File: src/rtl/core/table_traffic_injection_decider_unit_macros.svh
// Assertion helpers shared by the decider RTL.
`ifndef TABLE_TRAFFIC_INJECTION_DECIDER_UNIT_MACROS_SVH
`define TABLE_TRAFFIC_INJECTION_DECIDER_UNIT_MACROS_SVH

// Same-cycle implication, checked outside reset.
`define TTID_ASSERT_IMP(label, clk, rst, ante, cons) \
  label: assert property (@(posedge clk) disable iff (rst) (ante) |-> (cons)) \
    else $error("ttid check failed");

// Next-cycle implication, checked outside reset.
`define TTID_ASSERT_NEXT(label, clk, rst, ante, cons) \
  label: assert property (@(posedge clk) disable iff (rst) (ante) |=> (cons)) \
    else $error("ttid check failed");

`endif

File: src/rtl/core/ttid_pkg.sv
package ttid_pkg;

  localparam int TABLE_ENTRIES_DEF = 16;
  localparam int NODE_BITS         = 8;
  localparam int RATE_FRAC_BITS    = 16;

  localparam int CFG_W    = 5;
  localparam int INDEX_W  = 4;
  localparam int SRC_W    = 8;
  localparam int RATE_W   = 17;
  localparam int TIME_W   = 31;
  localparam int SAMPLE_W = 16;
  localparam int THR_W    = 20;

  localparam int NODE_CMP_W = (NODE_BITS < SRC_W) ? NODE_BITS : SRC_W;

  localparam logic [31:0] RATE_ONE = 32'(1) << RATE_FRAC_BITS;
  localparam logic [THR_W-1:0] THRESH_MAX = {THR_W{1'b1}};

  localparam logic FUNC_LOAD  = 1'b0;
  localparam logic FUNC_QUERY = 1'b1;

  localparam int OFS_INDEX   = 0;
  localparam int OFS_SOURCE  = OFS_INDEX + INDEX_W;
  localparam int OFS_INJECT  = OFS_SOURCE + SRC_W;
  localparam int OFS_RETRY   = OFS_INJECT + RATE_W;
  localparam int OFS_ON      = OFS_RETRY + RATE_W;
  localparam int OFS_OFF     = OFS_ON + TIME_W;
  localparam int OFS_PERIOD  = OFS_OFF + TIME_W;
  localparam int OFS_NODE    = OFS_PERIOD + TIME_W;
  localparam int OFS_TIME    = OFS_NODE + SRC_W;
  localparam int OFS_RETX    = OFS_TIME + TIME_W;
  localparam int OFS_SAMPLE  = OFS_RETX + 1;
  localparam int S_USED_W    = OFS_SAMPLE + SAMPLE_W;
  localparam int S_TDATA_W   = ((S_USED_W + 7) / 8) * 8;

  localparam int M_USED_W  = 1 + THR_W;
  localparam int M_TDATA_W = ((M_USED_W + 7) / 8) * 8;

  typedef struct packed {
    logic busy;
    logic done;
  } ttid_div_st_t;

endpackage

File: src/rtl/core/ttid_rem.sv
`include "table_traffic_injection_decider_unit_macros.svh"

module ttid_rem
  import ttid_pkg::*;
(
  input  logic              clk,
  input  logic              rst,
  input  logic              start,
  input  logic [TIME_W-1:0] dividend,
  input  logic [TIME_W-1:0] divisor,
  output ttid_div_st_t      st,
  output logic [TIME_W-1:0] rem
);

  localparam int STEP_W = $clog2(TIME_W + 1);

  logic              busy;
  logic              done;
  logic [STEP_W-1:0] cnt;
  logic [TIME_W-1:0] quo;
  logic [TIME_W-1:0] dvs;
  logic [TIME_W:0]   shifted;
  logic              fits;

  assign shifted = {rem, quo[TIME_W-1]};
  assign fits    = (shifted >= {1'b0, dvs});

  always_ff @(posedge clk) begin
    if (rst) begin
      busy <= 1'b0;
      done <= 1'b0;
      cnt  <= '0;
    end else begin
      done <= 1'b0;
      if (start) begin
        busy <= 1'b1;
        cnt  <= STEP_W'(TIME_W);
      end else if (busy) begin
        cnt <= cnt - 1'b1;
        if (cnt == STEP_W'(1)) begin
          busy <= 1'b0;
          done <= 1'b1;
        end
      end
    end
  end

  always_ff @(posedge clk) begin
    if (start) begin
      rem <= '0;
      quo <= dividend;
      dvs <= divisor;
    end else if (busy) begin
      quo <= {quo[TIME_W-2:0], 1'b0};
      if (fits) begin
        rem <= TIME_W'(shifted - {1'b0, dvs});
      end else begin
        rem <= shifted[TIME_W-1:0];
      end
    end
  end

  assign st.busy = busy;
  assign st.done = done;

  `TTID_ASSERT_IMP(a_start_when_free, clk, rst, start, !busy)
  `TTID_ASSERT_IMP(a_rem_below_divisor, clk, rst, done && (dvs != '0), rem < dvs)
  `TTID_ASSERT_NEXT(a_last_step_done, clk, rst, busy && (cnt == STEP_W'(1)), done && !busy)

endmodule

File: src/rtl/core/table_traffic_injection_decider_unit.sv
// Load item: ready again in the next cycle; no result.
// Query item: each walked entry passes ST_FETCH and ST_MATCH; a matching entry then waits in ST_DIV
// for the 31-step serial remainder unit that computes the phase, then passes ST_ACC; ST_DONE finishes.
// One item in work at a time; the result register lets the next item in while a result waits.
// Reset (synchronous, active high) clears entry_count, the sequencer and the result valid;
// the entry table is not cleared and holds no meaning until each slot is loaded.
`include "table_traffic_injection_decider_unit_macros.svh"

module table_traffic_injection_decider_unit
  import ttid_pkg::*;
#(
  parameter int TABLE_ENTRIES = TABLE_ENTRIES_DEF
) (
  input  logic                 clk,
  input  logic                 rst,
  input  logic                 cfg_valid,
  output logic                 cfg_ready,
  input  logic [CFG_W-1:0]     cfg_data,
  input  logic                 s_axis_tvalid,
  output logic                 s_axis_tready,
  // entry_index, entry_source, entry_inject_rate, entry_retry_rate, entry_on_time,
  // entry_off_time, entry_period, query_node, cycle_time, retransmit, random_sample
  input  logic [S_TDATA_W-1:0] s_axis_tdata,
  // func
  input  logic [0:0]           s_axis_tuser,
  output logic                 m_axis_tvalid,
  input  logic                 m_axis_tready,
  // fire, threshold
  output logic [M_TDATA_W-1:0] m_axis_tdata
);

  localparam int IDX_W = (TABLE_ENTRIES > 1) ? $clog2(TABLE_ENTRIES) : 1;
  localparam int CNT_W = $clog2(TABLE_ENTRIES + 1);

  localparam logic [2:0] ST_IDLE  = 3'd0;
  localparam logic [2:0] ST_FETCH = 3'd1;
  localparam logic [2:0] ST_MATCH = 3'd2;
  localparam logic [2:0] ST_DIV   = 3'd3;
  localparam logic [2:0] ST_ACC   = 3'd4;
  localparam logic [2:0] ST_DONE  = 3'd5;

  logic [SRC_W-1:0]  tab_source [TABLE_ENTRIES];
  logic [RATE_W-1:0] tab_inject [TABLE_ENTRIES];
  logic [RATE_W-1:0] tab_retry  [TABLE_ENTRIES];
  logic [TIME_W-1:0] tab_on     [TABLE_ENTRIES];
  logic [TIME_W-1:0] tab_off    [TABLE_ENTRIES];
  logic [TIME_W-1:0] tab_period [TABLE_ENTRIES];

  logic [2:0]          state;
  logic [CFG_W-1:0]    cfg_count;
  logic [CNT_W-1:0]    walk;
  logic [CNT_W-1:0]    idx;
  logic [CNT_W-1:0]    idx_inc;
  logic [CNT_W-1:0]    walk_next;
  logic                idx_last;

  logic [SRC_W-1:0]    node_q;
  logic [TIME_W-1:0]   time_q;
  logic                retry_q;
  logic [SAMPLE_W-1:0] sample_q;
  logic [SRC_W-1:0]    e_src;
  logic [RATE_W-1:0]   e_rate;
  logic [TIME_W-1:0]   e_on;
  logic [TIME_W-1:0]   e_off;
  logic [TIME_W-1:0]   e_period;
  logic [THR_W-1:0]    thr;
  logic                out_fire;
  logic [THR_W-1:0]    out_thr;

  logic                in_acc;
  logic                load_acc;
  logic                query_acc;
  logic                slot_ok;
  logic [IDX_W-1:0]    wr_addr;
  logic [IDX_W-1:0]    rd_addr;
  logic                src_match;
  logic                div_start;
  ttid_div_st_t        div_st;
  logic [TIME_W-1:0]   phase;
  logic                phase_on;
  logic [31:0]         rate_clamped;
  logic [THR_W:0]      thr_sum;
  logic                out_free;

  logic [INDEX_W-1:0]  in_index;
  logic [SRC_W-1:0]    in_source;
  logic [RATE_W-1:0]   in_inject;
  logic [RATE_W-1:0]   in_retry;
  logic [TIME_W-1:0]   in_on;
  logic [TIME_W-1:0]   in_off;
  logic [TIME_W-1:0]   in_period;
  logic [SRC_W-1:0]    in_node;
  logic [TIME_W-1:0]   in_time;
  logic                in_retx;
  logic [SAMPLE_W-1:0] in_sample;

  assign in_index  = s_axis_tdata[OFS_INDEX +: INDEX_W];
  assign in_source = s_axis_tdata[OFS_SOURCE +: SRC_W];
  assign in_inject = s_axis_tdata[OFS_INJECT +: RATE_W];
  assign in_retry  = s_axis_tdata[OFS_RETRY +: RATE_W];
  assign in_on     = s_axis_tdata[OFS_ON +: TIME_W];
  assign in_off    = s_axis_tdata[OFS_OFF +: TIME_W];
  assign in_period = s_axis_tdata[OFS_PERIOD +: TIME_W];
  assign in_node   = s_axis_tdata[OFS_NODE +: SRC_W];
  assign in_time   = s_axis_tdata[OFS_TIME +: TIME_W];
  assign in_retx   = s_axis_tdata[OFS_RETX];
  assign in_sample = s_axis_tdata[OFS_SAMPLE +: SAMPLE_W];

  assign cfg_ready     = 1'b1;
  assign s_axis_tready = (state == ST_IDLE);
  assign in_acc        = s_axis_tvalid && s_axis_tready;
  assign load_acc      = in_acc && (s_axis_tuser[0] == FUNC_LOAD);
  assign query_acc     = in_acc && (s_axis_tuser[0] == FUNC_QUERY);
  assign slot_ok       = ({{(32 - INDEX_W){1'b0}}, in_index} < 32'(TABLE_ENTRIES));
  assign wr_addr       = IDX_W'(in_index);
  assign rd_addr       = idx[IDX_W-1:0];

  assign walk_next = ({{(32 - CFG_W){1'b0}}, cfg_count} > 32'(TABLE_ENTRIES)) ?
                     CNT_W'(TABLE_ENTRIES) : CNT_W'(cfg_count);
  assign idx_inc   = idx + 1'b1;
  assign idx_last  = (idx_inc == walk);

  assign src_match = (e_src[NODE_CMP_W-1:0] == node_q[NODE_CMP_W-1:0]);
  assign div_start = (state == ST_MATCH) && src_match;
  assign phase_on  = (phase > e_on) && (phase < e_off);

  assign rate_clamped = ({15'b0, e_rate} > RATE_ONE) ? RATE_ONE : {15'b0, e_rate};
  assign thr_sum      = {1'b0, thr} + (THR_W + 1)'(rate_clamped);
  assign out_free     = !m_axis_tvalid || m_axis_tready;

  ttid_rem u_rem (
    .clk      (clk),
    .rst      (rst),
    .start    (div_start),
    .dividend (time_q),
    .divisor  (e_period),
    .st       (div_st),
    .rem      (phase)
  );

  always_ff @(posedge clk) begin
    if (load_acc && slot_ok) begin
      tab_source[wr_addr] <= in_source;
      tab_inject[wr_addr] <= in_inject;
      tab_retry[wr_addr]  <= in_retry;
      tab_on[wr_addr]     <= in_on;
      tab_off[wr_addr]    <= in_off;
      tab_period[wr_addr] <= in_period;
    end
  end

  always_ff @(posedge clk) begin
    if (state == ST_FETCH) begin
      e_src    <= tab_source[rd_addr];
      e_rate   <= retry_q ? tab_retry[rd_addr] : tab_inject[rd_addr];
      e_on     <= tab_on[rd_addr];
      e_off    <= tab_off[rd_addr];
      e_period <= tab_period[rd_addr];
    end
  end

  always_ff @(posedge clk) begin
    if (rst) begin
      state     <= ST_IDLE;
      cfg_count <= '0;
      walk      <= '0;
      idx       <= '0;
    end else begin
      if (cfg_valid && cfg_ready) begin
        cfg_count <= cfg_data;
      end
      case (state)
        ST_IDLE: begin
          if (query_acc) begin
            walk  <= walk_next;
            idx   <= '0;
            state <= (walk_next == '0) ? ST_DONE : ST_FETCH;
          end
        end
        ST_FETCH: begin
          state <= ST_MATCH;
        end
        ST_MATCH: begin
          if (src_match) begin
            state <= ST_DIV;
          end else begin
            idx   <= idx_inc;
            state <= idx_last ? ST_DONE : ST_FETCH;
          end
        end
        ST_DIV: begin
          if (div_st.done) begin
            state <= ST_ACC;
          end
        end
        ST_ACC: begin
          idx   <= idx_inc;
          state <= idx_last ? ST_DONE : ST_FETCH;
        end
        ST_DONE: begin
          if (out_free) begin
            state <= ST_IDLE;
          end
        end
        default: begin
          state <= ST_IDLE;
        end
      endcase
    end
  end

  always_ff @(posedge clk) begin
    if (query_acc) begin
      node_q   <= in_node;
      time_q   <= in_time;
      retry_q  <= in_retx;
      sample_q <= in_sample;
      thr      <= '0;
    end else if ((state == ST_ACC) && phase_on) begin
      thr <= thr_sum[THR_W] ? THRESH_MAX : thr_sum[THR_W-1:0];
    end
  end

  always_ff @(posedge clk) begin
    if (rst) begin
      m_axis_tvalid <= 1'b0;
    end else if ((state == ST_DONE) && out_free) begin
      m_axis_tvalid <= 1'b1;
    end else if (m_axis_tready) begin
      m_axis_tvalid <= 1'b0;
    end
  end

  always_ff @(posedge clk) begin
    if ((state == ST_DONE) && out_free) begin
      out_fire <= ({{(THR_W - SAMPLE_W){1'b0}}, sample_q} < thr);
      out_thr  <= thr;
    end
  end

  assign m_axis_tdata = {{(M_TDATA_W - M_USED_W){1'b0}}, out_thr, out_fire};

  `TTID_ASSERT_IMP(a_div_done_in_div, clk, rst, div_st.done, state == ST_DIV)
  `TTID_ASSERT_IMP(a_div_busy_in_div, clk, rst, div_st.busy, state == ST_DIV)
  `TTID_ASSERT_IMP(a_idx_in_walk, clk, rst, state != ST_IDLE, idx <= walk)
  `TTID_ASSERT_NEXT(a_thr_no_drop, clk, rst, state == ST_ACC, thr >= $past(thr))

endmodule

File: config.mk
export PLATFORM = sky130hd
export DESIGN_NAME = table_traffic_injection_decider_unit
export DESIGN_NICKNAME = d
export VERILOG_FILES = /design/src/rtl/core/ttid_pkg.sv /design/src/rtl/core/ttid_rem.sv /design/src/rtl/core/table_traffic_injection_decider_unit.sv
export VERILOG_INCLUDE_DIRS = /design/src /design/src/rtl/core
export SDC_FILE = /design/constraint.sdc
export NUM_CORES = 2
export LEC_CHECK = 0
export BUFFER_PORTS_ARGS = -buffer_cell sky130_fd_sc_hd__buf_2
export CORE_AREA = 3 3 532 375
export CTS_CLUSTER_DIAMETER = 60
export CTS_CLUSTER_SIZE = 10
export DETAILED_ROUTE_END_ITERATION = 8
export DIE_AREA = 0 0 535 378
export HOLD_SLACK_MARGIN = 0.02
export PLACE_DENSITY_LB_ADDON = 0.15
export REMOVE_ABC_BUFFERS = 1
export SLEW_MARGIN = 20
export SYNTH_ARGS = -nofsm -noshare
export SYNTH_HDL_FRONTEND = slang
export SYNTH_SLANG_ARGS = --single-unit
File: constraint.sdc
create_clock -name clk -period 15.8 [get_ports clk]
set_input_delay 3.16 -clock clk [delete_from_list [all_inputs] [get_ports clk]]
set_output_delay 3.16 -clock clk [all_outputs]
set_load 0.01 [all_outputs]
==> run metrics <==
Worst-Skew Late Latency=0.82 ns; Fmax=161.3 MHz; DP HPWL=119000 µm; number of setup violations in the final report=0; # resized after CTS=0; number of placed I/O pins=238; GPL Wtd Cong=0.8733; M1 WL=101200 µm; wire per inst=29.85 µm; most frequent cells in the layout=edfxtp_1 (2417), mux4_2 (675), clkbuf_16 (299); Hold Crit Class=register to register; Crit path required time=16.23 ns; Post-synth EDFFs=2417; Static Leakage=34.54 nW; startpoint types=primary input; Seq cells post-synth=2498; GRT overflow=0; Final period util=39.24%; commonest non-fill, non-tap cell in the layout=edfxtp_1; Seq/Total Area, Yosys=76.30%; CP most frequent cell=buf_4; ys flop type=edfxtp_1; Initial Utilization=50.11%; count of cell types in the netlist=74; max-slew violations=0; CTS Sinks=2498; post-route cell area=0.1097 mm²; core area=0.1941 mm²; met3 WL=14700 µm; Die H=378 µm; cts hold-fix bufs=0; number of global-route vias before repair=46800; H-tree levels=5; CTS Buffer Depth=4; Area after DPL=0.1017 mm²; Crit Path Class=primary input to register; Crit. End Element=register; Placed Instances=7147; Buf/Inv on CP=3; final setup TNS=0 ns; Mean Syn Cell Area=21.90 µm²; RSZ-0062 raised after global routing=false; Worst path slowest cell=nor2_4; Final min period=6.200 ns; Setup Buffers After CTS=0; # fillers=14260; vias per std cell=6.123; Final Hold Viols=0; max layer used=met5; worst-path cell chain=buf_2, nand2_1, or2_2, or3_1, nor2_4, buf_4, buf_4; Worst Path Arrival=6.63 ns; final net count=5177; CTS tree=yes; die width=535 µm; Synth async-reset ratio=0%; DR iter-0 viols=4876; Crit path largest cell delay=0.91 ns; Placement Setup Slack=8.745 ns; Worst Clk Skew=0.04398 ns; footprint of the multi-input gates=0.02187 mm²; CP delay by family, top=simple AND/OR/NAND/NOR gates; Ys Warns=0; area delta synth->final=12.82%; cell area after synthesis=0.09725 mm²; port bufs=228; crit-path max FO=45; antenna violations before repair=42; Die Area=0.2022 mm²; Rel. slew slack=24.10%; Cell Rows=135; DR vias=46250; DR DRC count=0; power per cell area=126.2 mW/mm²; met2 wire length=104800 µm; Reg area=0.07423 mm²; status=complete, no violations; routed wire length=225500 µm; root buffer cell=clkbuf_16; antenna viol nets, final=0; max-cap viol count=0; global-route wire length before repair=331200 µm; CTS buffer count=291; PnR worst setup slack=9.600 ns; clk slew on worst S/H paths=0.06 ns; Tot GR Track Use=22.42%; Finished Layout Cells=7554; Synth Instances=4441; Util after Layout=56.53%; Worst-Margin Slew=1.136 ns; layout cell share with drive strength beyond 1=27.77%; drt first pass iters=5; Max VDD drop=0.08527 mV; largest net degree at the start of global routing=114
cell usage after synthesis, types with 21 or more instances:
| cell type | instances | area share (%) |
|---|---|---|
| edfxtp_1 | 2417 | 75 |
| mux4_2 | 675 | 16 |
| nand2_1 | 154 | 0.59 |
| clkbuf_1 | 146 | 0.56 |
| ha_1 | 127 | 1.6 |
| inv_1 | 127 | 0.49 |
| a21oi_1 | 98 | 0.50 |
| dfxtp_1 | 81 | 1.7 |
| o21ai_0 | 70 | 0.36 |
| nor2_1 | 67 | 0.26 |
| buf_1 | 35 | 0.14 |
| xnor2_1 | 34 | 0.31 |
| a21o_1 | 29 | 0.22 |
| nor2b_1 | 26 | 0.17 |
| nor3_1 | 24 | 0.12 |
| mux2i_1 | 21 | 0.22 |
| nand3_1 | 21 | 0.11 |
flip-flops by register name, indices dropped and copies added (netlist names), 5 cells and up, named ones only:
register    count
time_q         31
out_thr        20
tab_period    496
e_rate         17
tab_source    128
idx             5
u_rem.quo      31
cfg_count       5
e_period       31
tab_retry     272
u_rem.dvs      31
e_on           31
u_rem.cnt       5
tab_off       496
sample_q       16
u_rem.rem      31
e_src           8
walk            5
tab_on        496
thr            20
e_off          31
node_q          8
tab_inject    272
layout make-up:
type / count / share of cell area [%]
antenna: 11 / 0.02509
clock buffer: 382 / 7.103
clock inverter: 14 / 0.1608
inverter: 128 / 0.4413
multi-input combinational: 1613 / 19.93
sequential: 2498 / 67.65
tap: 2603 / 2.968
timing repair buffer: 305 / 1.715
metal layers:
| layer | up-vias | global-route usage, % |
|---|---|---|
| li1 | 19330 | - |
| met1 | 24890 | 34.69 |
| met2 | 1655 | 33.97 |
| met3 | 374 | 3.631 |
| met5 | - | 0 |
| met4 | 12 | 4.912 |
power by group:
part	switching [mW]	internal [mW]
clock	2.42	3.41
combinational	0.352	0.227
sequential	0.0633	7.37
total	2.84	11.0
cells by family (layout without fill, tap and decap cells):
| family | Yosys count | after routing | share of synthesized area (%) |
|---|---|---|---|
| DFF | 2498 | 2498 | 76.30 |
| other | 2 | 15 | 0.007722 |
| adders and majority gates | 129 | 129 | 1.675 |
| buffers and inverters | 332 | 829 | 1.346 |
| xor gates and xnor gates | 52 | 52 | 0.4683 |
| and+or+nand+nor | 389 | 389 | 1.936 |
| muxes | 713 | 713 | 16.04 |
| AOI/OAI and AO/OA | 326 | 326 | 2.224 |
stage by stage:
| stage | total power [mW] | hold WS [ns] |
|---|---|---|
| 3_3_place_gp | 8.137 | 0.4068 |
| 2_1_floorplan | 7.996 | 0.4003 |
| 3_5_place_dp | 8.152 | 0.4107 |
| 4_1_cts | 13.99 | 0.4103 |
| 5_1_grt | 14.32 | 0.4172 |
| 6_report | 13.85 | 0.4128 |
final timing paths:
kind	startpoint	to	slack, ns	cells after the start
setup / recovery	s_axis_tvalid	tab_on[3][15]	9.60	7
hold / removal	e_period[5]	u_rem.dvs[5]	0.41	0
setup reg to reg	idx[0]	e_off[1]	10.85	5
hold reg to reg	e_period[5]	u_rem.dvs[5]	0.41	0
worst register-to-register path, cell delays in order, from the launching register on:
cell and delay, ns:
dfxtp_4 0.92, buf_4 0.88, buf_4 0.84, buf_12 0.66, mux4_2 0.85, mux4_2 0.53
Note: power is estimated with default switching activity, not from simulation.
